===== src/hdl/i2c_mbe_pkg.sv =====
// ----------------------------------------------------------------------------
// I2C master bit engine package
// Types, codes and segment tables shared by the bit engine's modules.
// ----------------------------------------------------------------------------
package i2c_mbe_pkg;

	// Command codes carried in the opcode field.
	typedef enum logic [2:0] {
		OP_START   = 3'd0,
		OP_RESTART = 3'd1,
		OP_STOP    = 3'd2,
		OP_WRITE   = 3'd3,
		OP_READ    = 3'd4
	} opcode_t;

	localparam int          HP_W             = 16;
	localparam int          PHASE_W          = 5;
	localparam logic [HP_W-1:0]    HALF_PERIOD_RESET = 16'd250;
	localparam logic [PHASE_W-1:0] PHASE_IDLE   = 5'd0;
	localparam logic [PHASE_W-1:0] PHASE_LAST   = 5'd19;
	localparam logic [7:0]  TOP_BIT          = 8'h80;

	// Line levels, {scl, sda}; a one releases the line.
	localparam logic [1:0] LV_BOTH_LOW = 2'b00;
	localparam logic [1:0] LV_SDA_REL  = 2'b01;
	localparam logic [1:0] LV_SCL_REL  = 2'b10;
	localparam logic [1:0] LV_BOTH_REL = 2'b11;

	// One command beat.
	typedef struct packed {
		logic       cmd_valid;
		logic [2:0] opcode;
		logic [7:0] write_data;
		logic       send_ack;
		logic       sda_in;
	} cmd_beat_t;

	// One result beat.
	typedef struct packed {
		logic       scl_release;
		logic       sda_release;
		logic       busy_res;
		logic       done_res;
		logic [7:0] read_byte;
		logic       ack_received;
	} res_beat_t;

	// Sequencer status seen by the top level.
	typedef struct packed {
		logic               idle;
		logic [PHASE_W-1:0] phase;
	} seq_stat_t;

	// Number of segments in each command's sequence.
	function automatic logic [PHASE_W-1:0] seg_total(input opcode_t cmd);
		case (cmd)
			OP_START:   seg_total = 5'd2;
			OP_RESTART: seg_total = 5'd4;
			OP_STOP:    seg_total = 5'd6;
			OP_WRITE:   seg_total = 5'd18;
			default:    seg_total = 5'd19;
		endcase
	endfunction

	// Line levels applied on the completion tick.
	function automatic logic [1:0] final_levels(input opcode_t cmd);
		case (cmd)
			OP_STOP:  final_levels = LV_BOTH_REL;
			OP_WRITE: final_levels = LV_SDA_REL;
			OP_READ:  final_levels = LV_SDA_REL;
			default:  final_levels = LV_BOTH_LOW;
		endcase
	endfunction

	// Line levels held during one segment of a sequence.
	function automatic logic [1:0] seg_levels(
		input opcode_t            cmd,
		input logic [PHASE_W-1:0] seg,
		input logic [1:0]         prev,
		input logic [7:0]         shift,
		input logic               ack_choice
	);
		logic [7:0] sh;
		logic       a;
		sh = shift << seg[3:1];
		a  = ~ack_choice;
		case (cmd)
			OP_START: begin
				seg_levels = (seg == 5'd0) ? {prev[1], 1'b0} : LV_BOTH_LOW;
			end
			OP_RESTART: begin
				if (seg == 5'd0)      seg_levels = {prev[1], 1'b1};
				else if (seg == 5'd1) seg_levels = LV_BOTH_REL;
				else if (seg == 5'd2) seg_levels = LV_SCL_REL;
				else                  seg_levels = LV_BOTH_LOW;
			end
			OP_STOP: begin
				if (seg == 5'd0)      seg_levels = {1'b0, prev[0]};
				else if (seg == 5'd1) seg_levels = LV_BOTH_LOW;
				else if (seg == 5'd2) seg_levels = LV_SCL_REL;
				else                  seg_levels = LV_BOTH_REL;
			end
			OP_WRITE: begin
				if (seg < 5'd16)       seg_levels = {seg[0], |(sh & TOP_BIT)};
				else if (seg == 5'd16) seg_levels = LV_SDA_REL;
				else                   seg_levels = LV_BOTH_REL;
			end
			default: begin
				if (seg < 5'd16)       seg_levels = seg[0] ? LV_SDA_REL : LV_BOTH_REL;
				else if (seg == 5'd17) seg_levels = {1'b1, a};
				else                   seg_levels = {1'b0, a};
			end
		endcase
	endfunction

endpackage


===== src/hdl/i2c_mbe_cmd_if.sv =====
// ----------------------------------------------------------------------------
// I2C master bit engine command channel
// Valid/ready channel that carries one command beat per bus tick.
// ----------------------------------------------------------------------------
interface i2c_mbe_cmd_if;
	logic       valid;
	logic       ready;
	logic       cmd_valid;
	logic [2:0] opcode;
	logic [7:0] write_data;
	logic       send_ack;
	logic       sda_in;

	modport source (
		output valid, cmd_valid, opcode, write_data, send_ack, sda_in,
		input  ready
	);
	modport sink (
		input  valid, cmd_valid, opcode, write_data, send_ack, sda_in,
		output ready
	);
endinterface


===== src/hdl/i2c_mbe_res_if.sv =====
// ----------------------------------------------------------------------------
// I2C master bit engine result channel
// Valid/ready channel that carries one result beat per bus tick.
// ----------------------------------------------------------------------------
interface i2c_mbe_res_if;
	logic       valid;
	logic       ready;
	logic       scl_release;
	logic       sda_release;
	logic       busy_res;
	logic       done_res;
	logic [7:0] read_byte;
	logic       ack_received;

	modport source (
		output valid, scl_release, sda_release, busy_res, done_res, read_byte,
		       ack_received,
		input  ready
	);
	modport sink (
		input  valid, scl_release, sda_release, busy_res, done_res, read_byte,
		       ack_received,
		output ready
	);
endinterface


===== src/hdl/i2c_mbe_seq.sv =====
// ----------------------------------------------------------------------------
// I2C master bit engine sequencer
// Holds the bus state and works out the next state and the result beat for
// each accepted command beat in one pass of logic.
// ----------------------------------------------------------------------------
module i2c_mbe_seq
	import i2c_mbe_pkg::*;
(
	input  logic              clk,
	input  logic              arst_n,
	input  logic              cfg_we,
	input  logic [HP_W-1:0]   cfg_wdata,
	input  logic              step,
	input  cmd_beat_t         beat,
	output res_beat_t         res_nxt,
	output seq_stat_t         stat
);

	logic [HP_W-1:0]    half_period_q;
	logic [PHASE_W-1:0] phase_q;
	opcode_t            cmd_q;
	logic [7:0]         shift_q;
	logic [HP_W-1:0]    hold_q;
	logic               ack_flag_q;
	logic [1:0]         lines_q;
	logic               ack_choice_q;
	logic [7:0]         read_res_q;

	logic [HP_W-1:0]    hp;
	logic [PHASE_W-1:0] n_phase;
	opcode_t            n_cmd;
	logic [7:0]         n_shift;
	logic [HP_W-1:0]    n_hold;
	logic               n_ack_flag;
	logic [1:0]         n_lines;
	logic               n_ack_choice;
	logic [7:0]         n_read_res;
	logic               enter;
	logic               busy;
	logic               done;
	logic [PHASE_W-1:0] seg;
	logic [PHASE_W-1:0] seg_cur;

	// Next state for one tick.
	always_comb begin
		hp           = (half_period_q == '0) ? {{(HP_W-1){1'b0}}, 1'b1} : half_period_q;
		n_phase      = phase_q;
		n_cmd        = cmd_q;
		n_shift      = shift_q;
		n_hold       = hold_q;
		n_ack_flag   = ack_flag_q;
		n_lines      = lines_q;
		n_ack_choice = ack_choice_q;
		n_read_res   = read_res_q;
		enter        = 1'b0;
		busy         = 1'b0;
		done         = 1'b0;
		seg          = '0;

		if (phase_q == PHASE_IDLE) begin
			if (beat.cmd_valid && (beat.opcode <= OP_READ)) begin
				n_cmd        = opcode_t'(beat.opcode);
				n_ack_choice = beat.send_ack;
				n_shift      = (beat.opcode == OP_WRITE) ? beat.write_data : 8'd0;
				enter        = 1'b1;
				busy         = 1'b1;
			end
		end else if (hold_q >= hp) begin
			if (phase_q >= seg_total(cmd_q)) begin
				// Sequence complete: apply the final levels.
				n_lines = final_levels(cmd_q);
				if (cmd_q == OP_READ) begin
					n_read_res = shift_q;
				end
				n_phase = PHASE_IDLE;
				n_hold  = '0;
				done    = 1'b1;
			end else begin
				enter = 1'b1;
				seg   = phase_q;
				busy  = 1'b1;
			end
		end else begin
			n_hold = hold_q + 16'd1;
			busy   = 1'b1;
		end

		// Start of a new segment.
		if (enter) begin
			n_phase = seg + 5'd1;
			n_hold  = {{(HP_W-1){1'b0}}, 1'b1};
			n_lines = seg_levels(n_cmd, seg, lines_q, n_shift, n_ack_choice);
		end

		// Sample SDA on the last tick of a segment.
		seg_cur = n_phase - 5'd1;
		if (busy && (n_hold == hp)) begin
			if ((n_cmd == OP_WRITE) && (seg_cur == 5'd17)) begin
				n_ack_flag = ~beat.sda_in;
			end else if ((n_cmd == OP_READ) && (seg_cur < 5'd16) && !seg_cur[0]) begin
				n_shift = {n_shift[6:0], beat.sda_in};
			end
		end
	end

	// Result beat for this tick.
	always_comb begin
		res_nxt.scl_release  = n_lines[1];
		res_nxt.sda_release  = n_lines[0];
		res_nxt.busy_res     = busy;
		res_nxt.done_res     = done;
		res_nxt.read_byte    = n_read_res;
		res_nxt.ack_received = n_ack_flag;
	end

	assign stat.idle  = (phase_q == PHASE_IDLE);
	assign stat.phase = phase_q;

	// Configuration register.
	always_ff @(posedge clk or negedge arst_n) begin
		if (!arst_n) begin
			half_period_q <= HALF_PERIOD_RESET;
		end else if (cfg_we) begin
			half_period_q <= cfg_wdata;
		end
	end

	// Sequencer state, advanced once per accepted beat.
	always_ff @(posedge clk or negedge arst_n) begin
		if (!arst_n) begin
			phase_q      <= PHASE_IDLE;
			cmd_q        <= OP_START;
			shift_q      <= '0;
			hold_q       <= '0;
			ack_flag_q   <= 1'b0;
			lines_q      <= LV_BOTH_REL;
			ack_choice_q <= 1'b0;
			read_res_q   <= '0;
		end else if (step) begin
			phase_q      <= n_phase;
			cmd_q        <= n_cmd;
			shift_q      <= n_shift;
			hold_q       <= n_hold;
			ack_flag_q   <= n_ack_flag;
			lines_q      <= n_lines;
			ack_choice_q <= n_ack_choice;
			read_res_q   <= n_read_res;
		end
	end

endmodule


===== src/hdl/i2c_mbe_outreg.sv =====
// ----------------------------------------------------------------------------
// I2C master bit engine result register
// Holds one result beat until the sink takes it, so that a new command beat
// can be taken in the same cycle as the held one leaves.
// ----------------------------------------------------------------------------
module i2c_mbe_outreg
	import i2c_mbe_pkg::*;
(
	input  logic              clk,
	input  logic              arst_n,
	input  logic              step,
	input  res_beat_t         res_nxt,
	output logic              can_take,
	i2c_mbe_res_if.source     res
);

	logic      valid_q;
	res_beat_t beat_q;

	// Room for a new beat when empty or when the held one leaves now.
	assign can_take = !valid_q || res.ready;

	// Valid flag.
	always_ff @(posedge clk or negedge arst_n) begin
		if (!arst_n) begin
			valid_q <= 1'b0;
		end else if (step) begin
			valid_q <= 1'b1;
		end else if (res.ready) begin
			valid_q <= 1'b0;
		end
	end

	// Payload.
	always_ff @(posedge clk) begin
		if (step) begin
			beat_q <= res_nxt;
		end
	end

	assign res.valid        = valid_q;
	assign res.scl_release  = beat_q.scl_release;
	assign res.sda_release  = beat_q.sda_release;
	assign res.busy_res     = beat_q.busy_res;
	assign res.done_res     = beat_q.done_res;
	assign res.read_byte    = beat_q.read_byte;
	assign res.ack_received = beat_q.ack_received;

endmodule


===== src/hdl/i2c_master_bit_engine.sv =====
// ----------------------------------------------------------------------------
// I2C master bit engine
// Open-drain I2C master sequencer that advances one bus tick per command beat
// and returns one result beat per tick.
//
//   channel   dir   handshake      carries
//   cmd       in    valid/ready    command, write byte, ack choice, SDA sample
//   res       out   valid/ready    SCL/SDA release, busy, done, read byte, ack
//   cfg       in    cfg_we         half_period (bus half bit time in ticks)
//
// One command beat is taken per cycle while the result register has room;
// its result beat appears in the result register on the next cycle, set by a
// single pass through the sequencer. Reset clears the sequencer to idle with
// both lines released and sets half_period to 250. A held result beat blocks
// a new command beat only if the sink is not taking it in the same cycle.
// ----------------------------------------------------------------------------
module i2c_master_bit_engine
	import i2c_mbe_pkg::*;
(
	input  logic            clk,
	input  logic            arst_n,
	input  logic            cfg_we,
	input  logic [HP_W-1:0] cfg_wdata,
	i2c_mbe_cmd_if.sink     cmd,
	i2c_mbe_res_if.source   res
);

	logic      step;
	logic      can_take;
	cmd_beat_t beat;
	res_beat_t res_nxt;
	seq_stat_t stat;

	// Command handshake.
	assign cmd.ready = can_take;
	assign step      = cmd.valid && cmd.ready;

	assign beat.cmd_valid  = cmd.cmd_valid;
	assign beat.opcode     = cmd.opcode;
	assign beat.write_data = cmd.write_data;
	assign beat.send_ack   = cmd.send_ack;
	assign beat.sda_in     = cmd.sda_in;

	i2c_mbe_seq u_seq (
		.clk       (clk),
		.arst_n    (arst_n),
		.cfg_we    (cfg_we),
		.cfg_wdata (cfg_wdata),
		.step      (step),
		.beat      (beat),
		.res_nxt   (res_nxt),
		.stat      (stat)
	);

	i2c_mbe_outreg u_outreg (
		.clk      (clk),
		.arst_n   (arst_n),
		.step     (step),
		.res_nxt  (res_nxt),
		.can_take (can_take),
		.res      (res)
	);

	// The phase never runs past the longest sequence.
	a_phase_range: assert property (@(posedge clk) disable iff (!arst_n)
		stat.phase <= PHASE_LAST)
		else $error("sequencer phase out of range");

	// A valid command taken while idle starts a sequence at once.
	a_cmd_starts: assert property (@(posedge clk) disable iff (!arst_n)
		(step && stat.idle && cmd.cmd_valid && (cmd.opcode <= OP_READ))
		|=> (res.valid && res.busy_res))
		else $error("accepted command did not start a sequence");

	// A tick taken mid-sequence reports exactly one of busy and done.
	a_busy_or_done: assert property (@(posedge clk) disable iff (!arst_n)
		(step && !stat.idle) |=> (res.valid && (res.busy_res != res.done_res)))
		else $error("busy and done disagree during a sequence");

	// A completion tick leaves the sequencer idle.
	a_done_idle: assert property (@(posedge clk) disable iff (!arst_n)
		(step && res_nxt.done_res) |=> stat.idle)
		else $error("sequencer not idle after completion");

endmodule

===== src/flat_wrapper.sv =====
// flat-port wrapper written by rule: the top's interface ports become plain ports
module i2c_master_bit_engine_flat import i2c_mbe_pkg::*;
  (clk, arst_n, cfg_we, cfg_wdata, cmd_valid, cmd_cmd_valid, cmd_opcode, cmd_write_data, cmd_send_ack, cmd_sda_in, cmd_ready, res_valid, res_scl_release, res_sda_release, res_busy_res, res_done_res, res_read_byte, res_ack_received, res_ready);
  i2c_mbe_cmd_if cmd_i ();
  i2c_mbe_res_if res_i ();
  input  logic clk;
  input  logic arst_n;
  input  logic cfg_we;
  input  logic [HP_W-1:0] cfg_wdata;
  input wire logic [$bits(cmd_i.valid)-1:0] cmd_valid;
  input wire logic [$bits(cmd_i.cmd_valid)-1:0] cmd_cmd_valid;
  input wire logic [$bits(cmd_i.opcode)-1:0] cmd_opcode;
  input wire logic [$bits(cmd_i.write_data)-1:0] cmd_write_data;
  input wire logic [$bits(cmd_i.send_ack)-1:0] cmd_send_ack;
  input wire logic [$bits(cmd_i.sda_in)-1:0] cmd_sda_in;
  output wire logic [$bits(cmd_i.ready)-1:0] cmd_ready;
  output wire logic [$bits(res_i.valid)-1:0] res_valid;
  output wire logic [$bits(res_i.scl_release)-1:0] res_scl_release;
  output wire logic [$bits(res_i.sda_release)-1:0] res_sda_release;
  output wire logic [$bits(res_i.busy_res)-1:0] res_busy_res;
  output wire logic [$bits(res_i.done_res)-1:0] res_done_res;
  output wire logic [$bits(res_i.read_byte)-1:0] res_read_byte;
  output wire logic [$bits(res_i.ack_received)-1:0] res_ack_received;
  input wire logic [$bits(res_i.ready)-1:0] res_ready;
  assign cmd_i.valid = cmd_valid;
  assign cmd_i.cmd_valid = cmd_cmd_valid;
  assign cmd_i.opcode = cmd_opcode;
  assign cmd_i.write_data = cmd_write_data;
  assign cmd_i.send_ack = cmd_send_ack;
  assign cmd_i.sda_in = cmd_sda_in;
  assign cmd_ready = cmd_i.ready;
  assign res_valid = res_i.valid;
  assign res_scl_release = res_i.scl_release;
  assign res_sda_release = res_i.sda_release;
  assign res_busy_res = res_i.busy_res;
  assign res_done_res = res_i.done_res;
  assign res_read_byte = res_i.read_byte;
  assign res_ack_received = res_i.ack_received;
  assign res_i.ready = res_ready;
  i2c_master_bit_engine u_core (.clk(clk), .arst_n(arst_n), .cfg_we(cfg_we), .cfg_wdata(cfg_wdata), .cmd(cmd_i), .res(res_i));
endmodule

===== config.mk =====
export PLATFORM = sky130hd
export DESIGN_NAME = i2c_master_bit_engine_flat
export DESIGN_NICKNAME = d
export VERILOG_FILES = /design/src/hdl/i2c_mbe_pkg.sv /design/src/hdl/i2c_mbe_cmd_if.sv /design/src/hdl/i2c_mbe_res_if.sv /design/src/hdl/i2c_mbe_seq.sv /design/src/hdl/i2c_mbe_outreg.sv /design/src/hdl/i2c_master_bit_engine.sv /design/src/flat_wrapper.sv
export SDC_FILE = /design/constraint.sdc
export NUM_CORES = 1
export LEC_CHECK = 0
export BUFFER_PORTS_ARGS = -buffer_cell sky130_fd_sc_hd__buf_4
export CAP_MARGIN = 30
export CORE_UTILIZATION = 30
export CTS_CLUSTER_SIZE = 20
export DETAILED_ROUTE_END_ITERATION = 12
export SLEW_MARGIN = 20
export SYNTH_ARGS = -nofsm -noshare
export SYNTH_HDL_FRONTEND = slang
export SYNTH_SLANG_ARGS = --single-unit

===== constraint.sdc =====
create_clock -name clk -period 6.69 [get_ports clk]
set_input_delay 1.338 -clock clk [delete_from_list [all_inputs] [get_ports clk]]
set_output_delay 1.338 -clock clk [all_outputs]
set_load 0.005 [all_outputs]

---- After elaboration in Yosys (flattened, before gate mapping) ----
Cells that the tools add are included.
word-level totals
  input bits .............................. 35
  flip-flop bits (word level) ............. 74
  output and inout bits ................... 15
cells by class
  order comparisons ....................... 5
  equal/unequal tests ..................... 15
  mux-type cells .......................... 57
  reduce and logical (&&, ||, !) cells .... 17
  shift-type cells ........................ 1
  add/sub/neg operators ................... 3
  bitwise gates (word level) .............. 3
operators with widths
  operator               count
  $mux 16                5
  $mux 8                 10
  $mux 5                 8
  $mux 2                 15
  $pmux 5 s4             1
  $add 16x1->16 const B  1
  $eq 16x16->1           1
  $ge 16x16->1           1
  $logic_not 16->1       1
  $eq 3x2->1 const B     5
  $eq 5x5->1 const B     3
  $mux 1                 14
  $logic_not 5->1        2
  $lt 5x5->1 const B     2
  $pmux 2 s4             1
  $shl 8x3->8            1
  $eq 3x1->1 const B     2
  $eq 3x3->1 const B     2
  $logic_and 1x1->1      6
  $logic_not 3->1        2
  $mux 3                 2
  $add 5x1->5 const B    1
  $eq 5x1->1 const B     1
  $eq 5x2->1 const B     1
  9 further kinds        13

---- Depth between registers and ports, before layout ----
  depth after elaboration ................. 18
  depth in mapped cells ................... 21
  mapped depth without buffers ............ 19

---- Modules after synthesis ----
Synthesis repeated with hierarchy kept, for this count alone.
second synthesis, totals
  cells, all modules ...................... 654
  area total of the unflattened synthesis .. 5615.4 sq um
modules (own cells, without submodules)
  module                 instances  cells an instance  area an instance (sq um)
  i2c_mbe_seq            1          637                5171.2
  i2c_mbe_outreg         1          16                 437.9
  i2c_master_bit_engine  1          1                  6.3

---- Worst setup path before layout ----
Ideal clock, no wire load.
  path kind ............................... reg2reg
  from .................................... register u_core.u_seq.half_period_q[3]
  to ...................................... register u_core.u_seq.shift_q[1]
  cell stages (with the launch flop) ...... 22
  arrival time ............................ 4.551 ns
  slack ................................... 2.002 ns
  buffers on the path ..................... 2
  clock period less this slack ............ 4.688 ns
  cell sequence ........................... dfstp_2 -> or4_1 -> nor4_1 -> a41o_1 -> ha_1 -> nand2b_1 -> a2111oi_0 -> or4b_1 -> and3_1 -> buf_6 -> clkbuf_1 -> nor2_1 -> nand2_1 -> inv_1 -> ha_1 -> nand3_1 -> nand2b_1 -> o22ai_1 -> nor4_1 -> nand4_2 -> a21oi_2 -> o22ai_1
on the way
  longest elaborated chain between the ends .. 14
  elaborated cells between the ends (all ways) .. 28
  those cells by class .................... 2 x add/sub; 2 x order compare; 2 x eq/ne; 16 x mux; 6 x reduce/logical
ends and longest elaborated chain
  item                            line                text
  start: declaration              i2c_mbe_seq.sv:19   logic [HP_W-1:0] half_period_q;
  start signal: assignment        i2c_mbe_seq.sv:124  half_period_q <= cfg_wdata;
  $logic_not 16->1                i2c_mbe_seq.sv:46   hp = (half_period_q == '0) ? {{(HP_W-1){1'b0}}, 1'b1} : half_period_q;
  $mux 16 (*)                     i2c_mbe_seq.sv:46
  $ge 16x16->1                    i2c_mbe_seq.sv:68   end else if (hold_q >= hp) begin
  $mux 5                          i2c_mbe_seq.sv:68
  $mux 5                          i2c_mbe_seq.sv:60   if (phase_q == PHASE_IDLE) begin
  $add 5x1->5                     i2c_mbe_seq.sv:90   n_phase = seg + 5'd1;
  $mux 5                          i2c_mbe_seq.sv:89   if (enter) begin
  $sub 5x1->5                     i2c_mbe_seq.sv:96   seg_cur = n_phase - 5'd1;
  $lt 5x5->1                      i2c_mbe_seq.sv:100  end else if ((n_cmd == OP_READ) && (seg_cur < 5'd16) && !seg_cur[0]) begin
  $logic_and 1x1->1 (2 in a row)  i2c_mbe_seq.sv:100
  $mux 8                          i2c_mbe_seq.sv:100
  $mux 8                          i2c_mbe_seq.sv:98   if ((n_cmd == OP_WRITE) && (seg_cur == 5'd17)) begin
  $mux 8 (*)                      i2c_mbe_seq.sv:97   if (busy && (n_hold == hp)) begin
  end signal: assignment          i2c_mbe_seq.sv:142  shift_q <= n_shift;
  end: declaration                i2c_mbe_seq.sv:22   logic [7:0] shift_q;
Every way passes the cells marked *; elsewhere a longest branch is shown, timed or not.
A chain may end at the register's enable or synchronous reset.

---- Worst setup path in the final report ----
  from .................................... register u_core.u_seq.half_period_q[9]
  to ...................................... register u_core.u_seq.shift_q[3]
Same word-level chain as after synthesis.

==> metrics <==
die boundary height=about 130 um; proportion of synthesized chip area in sequential cells=0.3632; Period Utilization, post-route=0.8378; row cnt=48; commonest cells in the synthesized netlist=sky130_fd_sc_hd__nand2_1 (104), sky130_fd_sc_hd__o21ai_0 (58), sky130_fd_sc_hd__dfrtp_1 (53); number of antenna violations at the first check in global routing=0; wire length of the first global-routing pass=26130 um; Worst Max-Slew Pin Slew=around 1000 ps; Synth Warn #=0; detailed-routing iteration count for the pre-antenna-repair pass=8; setup TNS after final layout=0 ps; library cells used by synthesis=77; Post-Synthesis Cell Area=around 5300 sq um; worst setup path category=register to register; count of filler cells inserted in the layout=1843; register-to-register path setup slack=~1100 ps; die boundary width=135.0 um; pin count of the biggest net entering global routing=62; total count of max-transition violations in the final report=0; maximum operating frequency=between 150 and 200 MHz; number of standard cells after synthesis=approximately 630; Post-Place Cells=877; clock latency of the later-clocked register in the worst-skew pair=between 300 and 400 ps; Top FF cell, synth=sky130_fd_sc_hd__dfrtp_1; RD Place Congestion=approximately 0.9; normalized max-slew margin=0.3102; number of enable flip-flop cells after synthesis=13; die area=roughly 18000 sq um; Tot GR Track Use=0.1871; Reg-to-Reg Start=u_core.u_seq.half_period_q[9]$_DFFE_PN0P_; initial DRC count=approximately 360; top cell type by total area after synthesis=sky130_fd_sc_hd__dfrtp_1; leading post-synthesis cells by cell area=sky130_fd_sc_hd__dfrtp_1 (25%), sky130_fd_sc_hd__edfxtp_1 (7.4%), sky130_fd_sc_hd__nand2_1 (7.4%), sky130_fd_sc_hd__ha_1 (5.9%), sky130_fd_sc_hd__o21ai_0 (5.5%); r2r worst-path depth=19; core area=approximately 17000 sq um; CTS clk-pin slew, worst paths=approximately 70 ps; flop and latch count out of synthesis=74; top-level I/O count=50; Final Skew=roughly 8.4 ps; average cell area after synthesis=around 8.4 sq um; number of buffers inserted by post-CTS setup repair=0; Layout Utilization=0.3550; Hold Crit Class=register to register; synthesized-area fraction occupied by ao, oa, aoi and oai cells=0.2200; VDD IR-drop max=0.0001910 V; area growth from synthesis to final layout=15.75%; unrepaired setup endpoints after global routing=false; required time at the worst-slack endpoint=a little under 7000 ps; fin cells=just under 900; count of nets left with antenna violations after detail routing=0; CTS Hold Bufs=0; ratio of cells with drive above 1 in the final layout=0.1677; Avg Vias per Cell=5.511; Power Density=around 430 nW/um^2; maximum clock insertion buffer count=2; crit path max fanout=16; time the worst path needs with I/O delays and setup=between 5000 and 6000 ps; final net count=723; endpoints failing hold=0; HPWL Detailed=11360 um; final routed DRC violation total=0; Num CTS Buffers=9; count of H-tree levels built during CTS=3; xor/xnor cell area share of the yosys netlist=0.009906; TritonCTS clock tree=done; Adder-Cell Fraction of Synth Area=0.05896; main combinational cell family by area after synthesis=simple AND/OR/NAND/NOR gates; drt total wl=16010 um; syn_nets=around 700; Async SR Flop Fraction=0.8243; average wire per standard cell=roughly 18 um; launch point of the critical path=u_core.u_seq.half_period_q[9]$_DFFE_PN0P_; total of max-cap violations=0; Leak=2.579 nW; number of buffers added on ports=between 40 and 50; number of global-route vias before repair=about 4800; TritonCTS sink count=between 70 and 80; element type at the critical path end=register; multiplexer share of the synthesized area=0.05283; number of resized instances in the post-cts repair step=0; critical path data arrival time=between 5000 and 6000 ps; Synth top area share=0.2500; area share of and/or/nand/nor cells after synthesis=0.2389; capturing element of the worst setup path=u_core.u_seq.shift_q[3]$_DFFE_PN0P_; outcome=finished clean; most used standard cell by instance count after synthesis=sky130_fd_sc_hd__nand2_1; final setup vio count=0; Vias=4921; overflow left after global routing=0; FF-to-FF End=u_core.u_seq.shift_q[3]$_DFFE_PN0P_; initial cell density of the core=0.3067; number of diodes added for antenna fixing=0; clock root cell=sky130_fd_sc_hd__clkbuf_16; startpoint type of the worst setup path=register
[sequential cells by signal (all words and copies together) (netlist names)]
| name | count |
|---|---|
| u_core.u_seq.hold_q | 16 |
| u_core.u_seq.phase_q | 5 |
| u_core.u_seq.half_period_q | 16 |
| u_core.u_outreg.res.busy_res | 1 |
| u_core.u_seq.cmd_q | 3 |
| u_core.u_seq.lines_q | 2 |
| u_core.u_seq.shift_q | 8 |
| u_core.u_seq.ack_flag_q | 1 |
| u_core.u_outreg.res.scl_release | 1 |
| u_core.u_outreg.res.read_byte | 8 |
| u_core.u_outreg.res.valid | 1 |
| u_core.u_seq.read_res_q | 8 |
| u_core.u_outreg.res.done_res | 1 |
| u_core.u_outreg.res.ack_received | 1 |
| u_core.u_outreg.res.sda_release | 1 |
| u_core.u_seq.ack_choice_q | 1 |
[area by class of cell]
| type | instances | area, sq um | share of cell area |
|---|---|---|---|
| Clock buffer | 9 | 225.2 | 0.03667 |
| Multi-Input combinational cell | 488 | 3080 | 0.5016 |
| Sequential cell | 74 | 1927 | 0.3138 |
| Inverter | 35 | 131.4 | 0.02139 |
| Timing Repair Buffer | 55 | 410.4 | 0.06683 |
| Tap cell | 225 | 281.5 | 0.04584 |
| Clock inverter | 7 | 85.08 | 0.01385 |
[layout by cell type, fill, tap and decap left out, types with 5 or more instances in the layout]
| cell | n |
|---|---|
| sky130_fd_sc_hd__dfstp_2 | 8 |
| sky130_fd_sc_hd__a41oi_1 | 5 |
| sky130_fd_sc_hd__a21oi_1 | 30 |
| sky130_fd_sc_hd__mux2_2 | 14 |
| sky130_fd_sc_hd__edfxtp_1 | 13 |
| sky130_fd_sc_hd__ha_1 | 25 |
| sky130_fd_sc_hd__a31oi_1 | 7 |
| sky130_fd_sc_hd__and2_1 | 8 |
| sky130_fd_sc_hd__nand4_1 | 9 |
| sky130_fd_sc_hd__nor4_1 | 7 |
| sky130_fd_sc_hd__clkbuf_16 | 9 |
| sky130_fd_sc_hd__dfrtp_1 | 53 |
| sky130_fd_sc_hd__o21a_1 | 5 |
| sky130_fd_sc_hd__mux2i_1 | 10 |
| sky130_fd_sc_hd__nor2_1 | 43 |
| sky130_fd_sc_hd__o21ai_0 | 58 |
| sky130_fd_sc_hd__xnor2_1 | 6 |
| sky130_fd_sc_hd__nand3_1 | 22 |
| sky130_fd_sc_hd__nand2b_1 | 9 |
| sky130_fd_sc_hd__o211ai_1 | 5 |
| sky130_fd_sc_hd__buf_4 | 54 |
| sky130_fd_sc_hd__nand2_1 | 104 |
| sky130_fd_sc_hd__and3_1 | 6 |
| sky130_fd_sc_hd__o22ai_1 | 10 |
| sky130_fd_sc_hd__nor3_1 | 21 |
| sky130_fd_sc_hd__inv_1 | 35 |
[critical path, cell delays in order, from the launching register on]
cell and delay, ps:
sky130_fd_sc_hd__dfrtp_1 410, sky130_fd_sc_hd__or4_1 520, sky130_fd_sc_hd__nor4_1 170, sky130_fd_sc_hd__a41o_1 290, sky130_fd_sc_hd__ha_1 250, sky130_fd_sc_hd__nand2b_1 140
sky130_fd_sc_hd__a2111oi_0 520, sky130_fd_sc_hd__or4b_1 220, sky130_fd_sc_hd__and3_1 600, sky130_fd_sc_hd__nor2_1 310, sky130_fd_sc_hd__nand2_1 190, sky130_fd_sc_hd__inv_1 70
sky130_fd_sc_hd__ha_1 210, sky130_fd_sc_hd__nand3_1 120, sky130_fd_sc_hd__nand2b_1 140, sky130_fd_sc_hd__o22ai_1 120, sky130_fd_sc_hd__nor4_1 380, sky130_fd_sc_hd__nand4_2 240
sky130_fd_sc_hd__a21oi_2 400, sky130_fd_sc_hd__o22ai_1 130
[where the power goes]
group | internal (mW) | switching [mW]
clock network | 0.297 | 0.223
registers | 0.616 | 0.203
logic | 0.501 | 0.805
total | 1.41 | 1.23
[logic make-up (layout without fill, tap and decap cells)]
kind of cell               after synthesis  in the layout
adders and majority gates               25             25
and+or+nand+nor                        257            257
DFF                                     74             74
buffers and inverters                   70            106
AOI/OAI and AO/OA                      175            175
muxes                                   25             25
xor gates and xnor gates                 6              6
[metal layers]
layer,global-route usage,part of all wire,up-vias
met5,0,0,-
met4,0.07865,0.024,0
met3,0.03378,0.058,24
met2,0.2895,0.45,157
met1,0.2555,0.46,2352
li1,-,-,2388
[how the worst min path moves through the flow]
stage,from,to,slack (ps),cells after the start
2_1_floorplan,u_core.u_seq.read_res_q[7]$_DFFE_PN0P_,u_core.u_seq.read_res_q[7]$_DFFE_PN0P_,440,2
3_3_place_gp,u_core.u_seq.read_res_q[6]$_DFFE_PN0P_,u_core.u_seq.read_res_q[6]$_DFFE_PN0P_,450,2
3_5_place_dp,u_core.u_seq.read_res_q[5]$_DFFE_PN0P_,u_core.u_seq.read_res_q[5]$_DFFE_PN0P_,460,2
4_1_cts,u_core.u_seq.read_res_q[5]$_DFFE_PN0P_,u_core.u_seq.read_res_q[5]$_DFFE_PN0P_,480,2
5_1_grt,u_core.u_seq.read_res_q[5]$_DFFE_PN0P_,u_core.u_seq.read_res_q[5]$_DFFE_PN0P_,510,2
6_report,u_core.u_seq.read_res_q[5]$_DFFE_PN0P_,u_core.u_seq.read_res_q[5]$_DFFE_PN0P_,470,2
[stage by stage]
step	power (mW)	hold slack [ps]	setup WS [ps]	area (sq um)
finish	2.644	474.7	1085	6141
global route	2.847	507.4	611.9	6141
CTS	2.637	477.8	1129	6141
detailed placement	2.106	461.0	1170	5831
global placement	2.098	453.5	1350	5826
floorplan	1.739	441.8	2002	5305
Power figures use the tool's default switching activity.
